`src/rtl/mcsp_pkg.sv`:
```
// Package for the servo PWM core: widths, codes, state and command types.
`default_nettype none

package mcsp_pkg;

   localparam int NUM_CHANNELS = 18;

   localparam int PIN_W      = 18;
   localparam int DUTY_W     = 10;
   localparam int CNT_W      = 16;
   localparam int DEG_W      = 10;
   localparam int RES_W      = 16;
   localparam int CHAN_W     = 5;
   localparam int CSR_IDX_W  = 3;
   localparam int CSR_DATA_W = 18;
   localparam int RAD_W      = 14;
   localparam int RDEG_W     = DEG_W + RAD_W;
   localparam int PROD_W     = CNT_W + RES_W;
   localparam int SUM_W      = PROD_W - 8 + 1;

   localparam int NUM_LIVE = (NUM_CHANNELS < PIN_W) ? NUM_CHANNELS : PIN_W;

   localparam logic [PIN_W-1:0] LIVE_MASK = PIN_W'((64'd1 << NUM_CHANNELS) - 64'd1);

   localparam logic [RAD_W-1:0]  RAD_TO_DEG_Q8 = RAD_W'(14668);
   localparam logic [DUTY_W-1:0] DUTY_MAX      = {DUTY_W{1'b1}};

   localparam logic [CSR_IDX_W-1:0] CSR_PERIOD   = CSR_IDX_W'(0);
   localparam logic [CSR_IDX_W-1:0] CSR_MIN_DUTY = CSR_IDX_W'(1);
   localparam logic [CSR_IDX_W-1:0] CSR_MAX_DUTY = CSR_IDX_W'(2);
   localparam logic [CSR_IDX_W-1:0] CSR_MIN_DEG  = CSR_IDX_W'(3);
   localparam logic [CSR_IDX_W-1:0] CSR_MAX_DEG  = CSR_IDX_W'(4);
   localparam logic [CSR_IDX_W-1:0] CSR_RES      = CSR_IDX_W'(5);
   localparam logic [CSR_IDX_W-1:0] CSR_ENABLE   = CSR_IDX_W'(6);

   localparam logic OP_TICK      = 1'b0;
   localparam logic OP_SET_ANGLE = 1'b1;

   typedef enum logic [2:0] {
      ST_IDLE,
      ST_TICK,
      ST_DEG,
      ST_MUL,
      ST_DUTY
   } state_type;

   typedef struct packed {
      logic capture;
      logic load_deg;
      logic load_prod;
      logic commit_tick;
      logic commit_angle;
   } cmd_type;

endpackage

`default_nettype wire

```
`src/rtl/multi_channel_servo_pwm_core.sv`:
```
// Top level of the multi-channel servo PWM core: controller plus datapath.
//
//   Channel   Ports                         Direction   Word
//   req       req_valid/req_ready + fields  in          tick or set-angle
//   rsp       rsp_valid/rsp_ready + fields  out         pin levels, duty written
//   csr       csr_we/csr_index/csr_wdata    in          register write
//
// A tick word passes through the accept and the commit, and its result word is
// registered at the commit. A set-angle word passes through the accept, the radian
// scaling multiply, the resolution multiply and the commit, and its result word is
// registered at the commit. One word is in work at a time.
// Reset is synchronous; there is no clearing pass.
// The commit cycle waits while the result register holds a word not yet taken.
`default_nettype none

module multi_channel_servo_pwm_core (
   input  wire                                 clock,
   input  wire                                 reset,
   input  wire                                 req_valid,
   output logic                                req_ready,
   input  wire                                 req_op,
   input  wire  [mcsp_pkg::CHAN_W-1:0]         req_channel,
   input  wire  [mcsp_pkg::DEG_W-1:0]          req_angle,
   input  wire                                 req_angle_in_radians,
   output logic                                rsp_valid,
   input  wire                                 rsp_ready,
   output logic [mcsp_pkg::PIN_W-1:0]          rsp_pin_levels,
   output logic [mcsp_pkg::DUTY_W-1:0]         rsp_duty_written,
   input  wire                                 csr_we,
   input  wire  [mcsp_pkg::CSR_IDX_W-1:0]      csr_index,
   input  wire  [mcsp_pkg::CSR_DATA_W-1:0]     csr_wdata
);
   import mcsp_pkg::*;

   cmd_type cmd;
   logic    out_free;

   mcsp_ctrl u_ctrl (
      .clock     (clock),
      .reset     (reset),
      .req_valid (req_valid),
      .req_op    (req_op),
      .out_free  (out_free),
      .req_ready (req_ready),
      .cmd       (cmd)
   );

   mcsp_dp u_dp (
      .clock                (clock),
      .reset                (reset),
      .csr_we               (csr_we),
      .csr_index            (csr_index),
      .csr_wdata            (csr_wdata),
      .req_channel          (req_channel),
      .req_angle            (req_angle),
      .req_angle_in_radians (req_angle_in_radians),
      .cmd                  (cmd),
      .rsp_ready            (rsp_ready),
      .out_free             (out_free),
      .rsp_valid            (rsp_valid),
      .rsp_pin_levels       (rsp_pin_levels),
      .rsp_duty_written     (rsp_duty_written)
   );

endmodule

`default_nettype wire

```
`src/rtl/mcsp_ctrl.sv`:
```
// Controller state machine that sequences tick and set-angle words.
`default_nettype none

module mcsp_ctrl (
   input  wire             clock,
   input  wire             reset,
   input  wire             req_valid,
   input  wire             req_op,
   input  wire             out_free,
   output logic            req_ready,
   output mcsp_pkg::cmd_type cmd
);
   import mcsp_pkg::*;

   state_type state_ff;
   state_type state_in;

   always_ff @(posedge clock) begin
      if (reset) begin
         state_ff <= ST_IDLE;
      end else begin
         state_ff <= state_in;
      end
   end

   always_comb begin
      state_in  = state_ff;
      cmd       = '0;
      req_ready = 1'b0;
      case (state_ff)
         ST_IDLE: begin
            req_ready = 1'b1;
            if (req_valid) begin
               cmd.capture = 1'b1;
               state_in    = (req_op == OP_TICK) ? ST_TICK : ST_DEG;
            end
         end
         ST_TICK: begin
            if (out_free) begin
               cmd.commit_tick = 1'b1;
               state_in        = ST_IDLE;
            end
         end
         ST_DEG: begin
            cmd.load_deg = 1'b1;
            state_in     = ST_MUL;
         end
         ST_MUL: begin
            cmd.load_prod = 1'b1;
            state_in      = ST_DUTY;
         end
         ST_DUTY: begin
            if (out_free) begin
               cmd.commit_angle = 1'b1;
               state_in         = ST_IDLE;
            end
         end
         default: begin
            state_in = ST_IDLE;
         end
      endcase
   end

endmodule

`default_nettype wire

```
`src/rtl/mcsp_dp.sv`:
```
// Datapath: registers, tick counter, duty store, angle conversion and result word.
`default_nettype none

module mcsp_dp (
   input  wire                                 clock,
   input  wire                                 reset,
   input  wire                                 csr_we,
   input  wire  [mcsp_pkg::CSR_IDX_W-1:0]      csr_index,
   input  wire  [mcsp_pkg::CSR_DATA_W-1:0]     csr_wdata,
   input  wire  [mcsp_pkg::CHAN_W-1:0]         req_channel,
   input  wire  [mcsp_pkg::DEG_W-1:0]          req_angle,
   input  wire                                 req_angle_in_radians,
   input  mcsp_pkg::cmd_type                   cmd,
   input  wire                                 rsp_ready,
   output logic                                out_free,
   output logic                                rsp_valid,
   output logic [mcsp_pkg::PIN_W-1:0]          rsp_pin_levels,
   output logic [mcsp_pkg::DUTY_W-1:0]         rsp_duty_written
);
   import mcsp_pkg::*;

   logic [CNT_W-1:0]  period_ff;
   logic [DUTY_W-1:0] min_duty_ff;
   logic [DUTY_W-1:0] max_duty_ff;
   logic [DEG_W-1:0]  min_deg_ff;
   logic [DEG_W-1:0]  max_deg_ff;
   logic [RES_W-1:0]  res_ff;
   logic [PIN_W-1:0]  enable_ff;

   logic [CHAN_W-1:0] chan_ff;
   logic [DEG_W-1:0]  angle_ff;
   logic              rad_ff;
   logic [CNT_W-1:0]  deg_ff;
   logic [CNT_W-1:0]  deg_in;
   logic [PROD_W-1:0] prod_ff;
   logic              lt_ff;
   logic              gt_ff;

   logic [CNT_W-1:0]  tick_ff;
   logic [CNT_W-1:0]  tick_in;
   logic [DUTY_W-1:0] duty_ff [PIN_W];
   logic [PIN_W-1:0]  pin_ff;
   logic [PIN_W-1:0]  pin_in;

   logic              rsp_valid_ff;
   logic              rsp_valid_in;
   logic [PIN_W-1:0]  rsp_pins_ff;
   logic [DUTY_W-1:0] rsp_duty_ff;
   logic [DUTY_W-1:0] written_in;

   logic [PIN_W-1:0]  live;
   logic [RDEG_W-1:0] rad_prod;
   logic [SUM_W-1:0]  lin_sum;
   logic [DUTY_W-1:0] lin_duty;
   logic [DUTY_W-1:0] angle_duty;
   logic              chan_ok;
   logic              commit;

   assign live     = enable_ff & LIVE_MASK;
   assign commit   = cmd.commit_tick | cmd.commit_angle;
   assign out_free = ~rsp_valid_ff | rsp_ready;

   assign rad_prod = RDEG_W'(angle_ff) * RDEG_W'(RAD_TO_DEG_Q8);
   assign deg_in   = rad_ff ? CNT_W'(rad_prod >> 8) : CNT_W'(angle_ff);

   assign lin_sum    = SUM_W'(prod_ff[PROD_W-1:8]) + SUM_W'(min_duty_ff);
   assign lin_duty   = (lin_sum > SUM_W'(DUTY_MAX)) ? DUTY_MAX : lin_sum[DUTY_W-1:0];
   assign angle_duty = lt_ff ? min_duty_ff : (gt_ff ? max_duty_ff : lin_duty);
   assign chan_ok    = (32'(chan_ff) < 32'(NUM_LIVE));

   always_comb begin
      tick_in    = tick_ff;
      pin_in     = pin_ff & live;
      written_in = '0;
      if (cmd.commit_tick) begin
         if (tick_ff < period_ff) begin
            tick_in = tick_ff + CNT_W'(1);
         end else begin
            tick_in = '0;
            pin_in  = pin_in | live;
         end
         if (tick_in <= CNT_W'(max_duty_ff)) begin
            for (int ch = 0; ch < PIN_W; ch++) begin
               if (live[ch] && (CNT_W'(duty_ff[ch]) == tick_in)) begin
                  pin_in[ch] = 1'b0;
               end
            end
         end
      end
      if (cmd.commit_angle && chan_ok) begin
         written_in = angle_duty;
      end
   end

   always_comb begin
      rsp_valid_in = rsp_valid_ff;
      if (commit) begin
         rsp_valid_in = 1'b1;
      end else if (rsp_ready) begin
         rsp_valid_in = 1'b0;
      end
   end

   always_ff @(posedge clock) begin
      if (reset) begin
         period_ff    <= CNT_W'(3999);
         min_duty_ff  <= DUTY_W'(200);
         max_duty_ff  <= DUTY_W'(400);
         min_deg_ff   <= DEG_W'(0);
         max_deg_ff   <= DEG_W'(180);
         res_ff       <= RES_W'(284);
         enable_ff    <= '0;
         tick_ff      <= '0;
         pin_ff       <= '0;
         rsp_valid_ff <= 1'b0;
         for (int i = 0; i < PIN_W; i++) begin
            duty_ff[i] <= '0;
         end
      end else begin
         if (csr_we) begin
            case (csr_index)
               CSR_PERIOD:   period_ff   <= csr_wdata[CNT_W-1:0];
               CSR_MIN_DUTY: min_duty_ff <= csr_wdata[DUTY_W-1:0];
               CSR_MAX_DUTY: max_duty_ff <= csr_wdata[DUTY_W-1:0];
               CSR_MIN_DEG:  min_deg_ff  <= csr_wdata[DEG_W-1:0];
               CSR_MAX_DEG:  max_deg_ff  <= csr_wdata[DEG_W-1:0];
               CSR_RES:      res_ff      <= csr_wdata[RES_W-1:0];
               CSR_ENABLE:   enable_ff   <= csr_wdata[PIN_W-1:0];
               default: begin
               end
            endcase
         end
         if (commit) begin
            tick_ff <= tick_in;
            pin_ff  <= pin_in;
         end
         if (cmd.commit_angle && chan_ok) begin
            duty_ff[chan_ff] <= angle_duty;
         end
         rsp_valid_ff <= rsp_valid_in;
      end
   end

   always_ff @(posedge clock) begin
      if (cmd.capture) begin
         chan_ff  <= req_channel;
         angle_ff <= req_angle;
         rad_ff   <= req_angle_in_radians;
      end
      if (cmd.load_deg) begin
         deg_ff <= deg_in;
      end
      if (cmd.load_prod) begin
         prod_ff <= PROD_W'(deg_ff) * PROD_W'(res_ff);
         lt_ff   <= (deg_ff < CNT_W'(min_deg_ff));
         gt_ff   <= (deg_ff > CNT_W'(max_deg_ff));
      end
      if (commit) begin
         rsp_pins_ff <= pin_in;
         rsp_duty_ff <= written_in;
      end
   end

   assign rsp_valid        = rsp_valid_ff;
   assign rsp_pin_levels   = rsp_pins_ff;
   assign rsp_duty_written = rsp_duty_ff;

endmodule

`default_nettype wire

```
`config.mk`:
```
export PLATFORM = sky130hd
export DESIGN_NAME = multi_channel_servo_pwm_core
export DESIGN_NICKNAME = d
export VERILOG_FILES = /design/src/rtl/mcsp_pkg.sv /design/src/rtl/multi_channel_servo_pwm_core.sv /design/src/rtl/mcsp_ctrl.sv /design/src/rtl/mcsp_dp.sv
export SDC_FILE = /design/constraint.sdc
export NUM_CORES = 2
export LEC_CHECK = 0
export BUFFER_PORTS_ARGS = -buffer_cell sky130_fd_sc_hd__clkbuf_2
export CORE_AREA = 8 8 282 284
export CTS_BUF_LIST = sky130_fd_sc_hd__clkbuf_4 sky130_fd_sc_hd__clkbuf_8
export DETAILED_ROUTE_END_ITERATION = 10
export DIE_AREA = 0 0 290 292
export RECOVER_POWER = 50
export SETUP_SLACK_MARGIN = 0.02
export SLEW_MARGIN = 20
export SYNTH_ARGS = -nofsm -noshare
export SYNTH_HDL_FRONTEND = slang
export SYNTH_HIERARCHICAL = 1
export SYNTH_SLANG_ARGS = --single-unit
```
`constraint.sdc`:
```
create_clock -name clock -period 8.49 [get_ports clock]
set_input_delay 1.698 -clock clock [delete_from_list [all_inputs] [get_ports clock]]
set_output_delay 1.698 -clock clock [all_outputs]
set_load 0.01 [all_outputs]
```
==> metrics <==
hold_sp u_dp/enable_ff[17]$_SDFFE_PP0P_; FF-to-FF setup slack 1.31 ns; max_slew headroom -150.2%; H-Tree Depth 3; Detailed Place HPWL 61200 um; Max Cap Viol 8; layout cells sized above 1 7.577%; crit path launch u_dp/period_ff[15]$_SDFFE_PP0P_; Post-synth EDFFs 266; Sink Count 394; Die W 290 um; gr usage total 20.33%; pre-CTS setup slack 1.590 ns; fmax 139.2 MHz; WHS Path Cells 2; Layout area overhead 8.800%; failing checks capacitance limit, slew limit; Initial Util 39.64%; Mapped Cells 3103; initial antenna violation count 3; type of origin of the critical path flop; Arr. time, crit path 7.53 ns; Netlist cell types 92; Root Buffer clkbuf_8; Resized cells post-CTS 0; share of the synthesized area in the top cell type 26.80%; drt total wl 86730 um; routed vias/inst 5.403; # setup viols final 0; first-pass GRT wire length 133600 um; Fin. Hold Viols 0; Max Slew Vio Count 259; hold path endpoint u_dp/enable_ff[17]$_SDFFE_PP0P_; VDD IR-drop max 0.0002558 V; CTS tree done; Lkg Pwr 13.73 nW; antenna viol nets, final 0; Min-Delay Path Class flop to flop; worst setup margin 1.306 ns; Required @ worst endpoint 8.84 ns; row cnt 101; Slew @ Worst Pin 3.753 ns; total chip power 7.882 mW; worst skew pair latency 0.68 ns; vias in the first global route 22924; CP max FO 13; Yosys reg bits 394; Post-CTS Setup Bufs 0; RSZ-0062 raised after global routing no; largest net degree at the start of global routing 67; status finished, violations left; Synth Net Count 3599; most common cell in the netlist nand2_1; Netlist Area Pre-Place 29800 sq um; TNS Setup 0 ns; synth cell count leaders nand2_1, inv_1, nor2_1, edfxtp_1, ha_1; remaining global-route overflow 0; Die Ht 292 um; PD cells 243.1 nW/um^2; cts hold-fix bufs 0; FF-to-FF End u_dp/rsp_pin_levels[12]$_DFFE_PN_; setup skew after layout 0.05111 ns; register area share after synthesis 35.40%; area leader, netlist edfxtp_1; CORE AREA 75190 sq um; IO Port Bufs 72; kind of critical path flop to flop; top post-synthesis cells by area edfxtp_1, fa_1, ha_1; Yosys Warn Count 6; post-route fraction of the period consumed by the critical path 84.62%; Worst R2R Path Depth 16; Die ar. 84680 sq um; 1st-pass router iterations 6; I/O pins 73; gpl congestion 0.8722; clock-pin slew on the worst setup and hold paths 0.07 ns; maximum root-to-sink buffer count 3; routed wire length per instance 20.77 um; Primary FF master, synth edfxtp_1; Final Critical Period 7.184 ns; CTS Buf Count 69; CP Capture Type flop; asr flop ratio synth 0%; nets 3633; Syn Area/Cell 9.604 sq um; detailed-route DRC error count 0; vias after detailed routing 22556; drt initial violations 1834; reg-to-reg startpoint u_dp/period_ff[15]$_SDFFE_PP0P_
==> cell families (layout without fill, tap and decap cells) <==
logic type               count (synthesis)  count (layout)  synth area share [%]
flip-flops                             394             394                 35.40
adder cells (fa/ha/maj)                453             453                 24.64
XOR/XNOR                               137             137                 4.077
AO/OA/AOI/OAI                          483             483                 11.44
multiplexers                            13              13                0.4492
AND/OR/NAND/NOR                       1122            1122                 17.27
other                                    0               3                     0
buffers and inverters                  501             592                 6.721
==> placed cells by master (no fill, tap or decap), types with 15 or more instances in the layout <==
| master | synthesis | final |
|---|---|---|
| ha_1 | 230 | 230 |
| xor2_1 | 55 | 54 |
| nand4_1 | 38 | 38 |
| nand3_1 | 52 | 52 |
| nor3_1 | 20 | 19 |
| and2_1 | 134 | 133 |
| dfxtp_1 | 128 | 128 |
| o21a_1 | 18 | 18 |
| clkbuf_1 | 113 | 44 |
| o21ai_0 | 62 | 61 |
| o22ai_1 | 16 | 16 |
| o211ai_1 | 32 | 33 |
| clkbuf_2 | 1 | 39 |
| fa_1 | 223 | 223 |
| a21o_1 | 27 | 27 |
| nor2b_1 | 22 | 22 |
| a21oi_1 | 144 | 145 |
| a31oi_1 | 15 | 15 |
| clkbuf_4 | 1 | 23 |
| edfxtp_1 | 266 | 266 |
| inv_1 | 354 | 354 |
| a2111oi_0 | 18 | 18 |
| nor4_1 | 37 | 37 |
| nand2_1 | 419 | 419 |
| clkbuf_8 | 0 | 79 |
| nor2_1 | 316 | 314 |
| nand2b_1 | 15 | 15 |
| a211oi_1 | 19 | 18 |
| buf_4 | 3 | 25 |
| xnor2_1 | 80 | 80 |
==> metal layers <==
layer	part of all wire (%)	GRT usage [%]	up-vias	wire (um)
met5	0.015	0	-	13
met4	3.9	8.534	2	3355
met3	7.1	3.835	174	6200
met2	46	33.40	778	40300
met1	42	26.23	11059	36860
li1	-	-	10543	-
==> worst max-delay path, stage by stage (launching register included) <==
cell	delay, ns
dfxtp_1	0.33
inv_1	0.05
ha_1	0.33
a21oi_1	1.44
o21a_1	0.58
o211ai_1	0.80
inv_1	0.30
ha_1	0.28
nor2b_1	0.13
o21a_1	0.16
o21a_1	0.16
o21a_1	0.16
o21ai_0	0.36
o211a_1	0.53
o211ai_1	0.16
nor4_1	0.95
nor2_1	0.16
==> how the worst max path moves through the flow <==
stage / slack [ns] / end
2_1_floorplan: 2.34 / u_dp/prod_ff[29]$_DFFE_PP_
3_3_place_gp: 1.67 / u_dp/prod_ff[29]$_DFFE_PP_
3_5_place_dp: 1.59 / u_dp/prod_ff[29]$_DFFE_PP_
4_1_cts: 1.56 / u_dp/prod_ff[28]$_DFFE_PP_
5_1_grt: 0.91 / u_dp/rsp_pin_levels[2]$_DFFE_PN_
6_report: 1.31 / u_dp/rsp_pin_levels[12]$_DFFE_PN_
==> sequential cells by signal, indices dropped and copies added (netlist names), 3 cells and up <==
name,count
u_dp/max_deg_ff,10
u_dp/enable_ff,18
u_dp/min_deg_ff,10
u_dp/pin_ff,18
u_dp/tick_ff,16
u_dp/rsp_duty_written,10
u_dp/prod_ff,24
u_dp/rsp_pin_levels,18
u_dp/angle_ff,10
u_dp/deg_ff,16
u_dp/chan_ff,5
u_ctrl/state_ff,3
u_dp/period_ff,16
u_dp/max_duty_ff,10
u_dp/duty_ff,180
u_dp/res_ff,16
u_dp/min_duty_ff,10
==> layout make-up <==
type,instances,area [sq um]
fillers,7330,42770
repair buffers,108,548.0
clock buffers,102,1260
flip-flops and latches,394,10550
well taps,978,1224
clock inverters,26,230.2
inverters,356,1336
diodes,3,7.507
multi-input cells,2208,17270
==> power by group <==
group	internal, mW	total, mW	switching [mW]	leakage [nW]
Clock	1.06	1.91	0.851	0.798
Combinational	1.45	3.57	2.12	9.24
Sequential	2.28	2.40	0.122	3.70
Total	4.79	7.88	3.10	13.7
==> stage by stage <==
step,instance area [sq um],hold slack [ns],cells,utilization (%)
after floorplan,29800,0.4329,3103,-
final,32420,0.4543,4175,43.12
after global routing,32420,0.4664,4174,43.12
after detailed placement,31020,0.4446,4044,41.26
after CTS,32510,0.4541,4172,43.24
after global placement,31020,0.4419,4044,41.26
(Power assumes the default switching activity.)
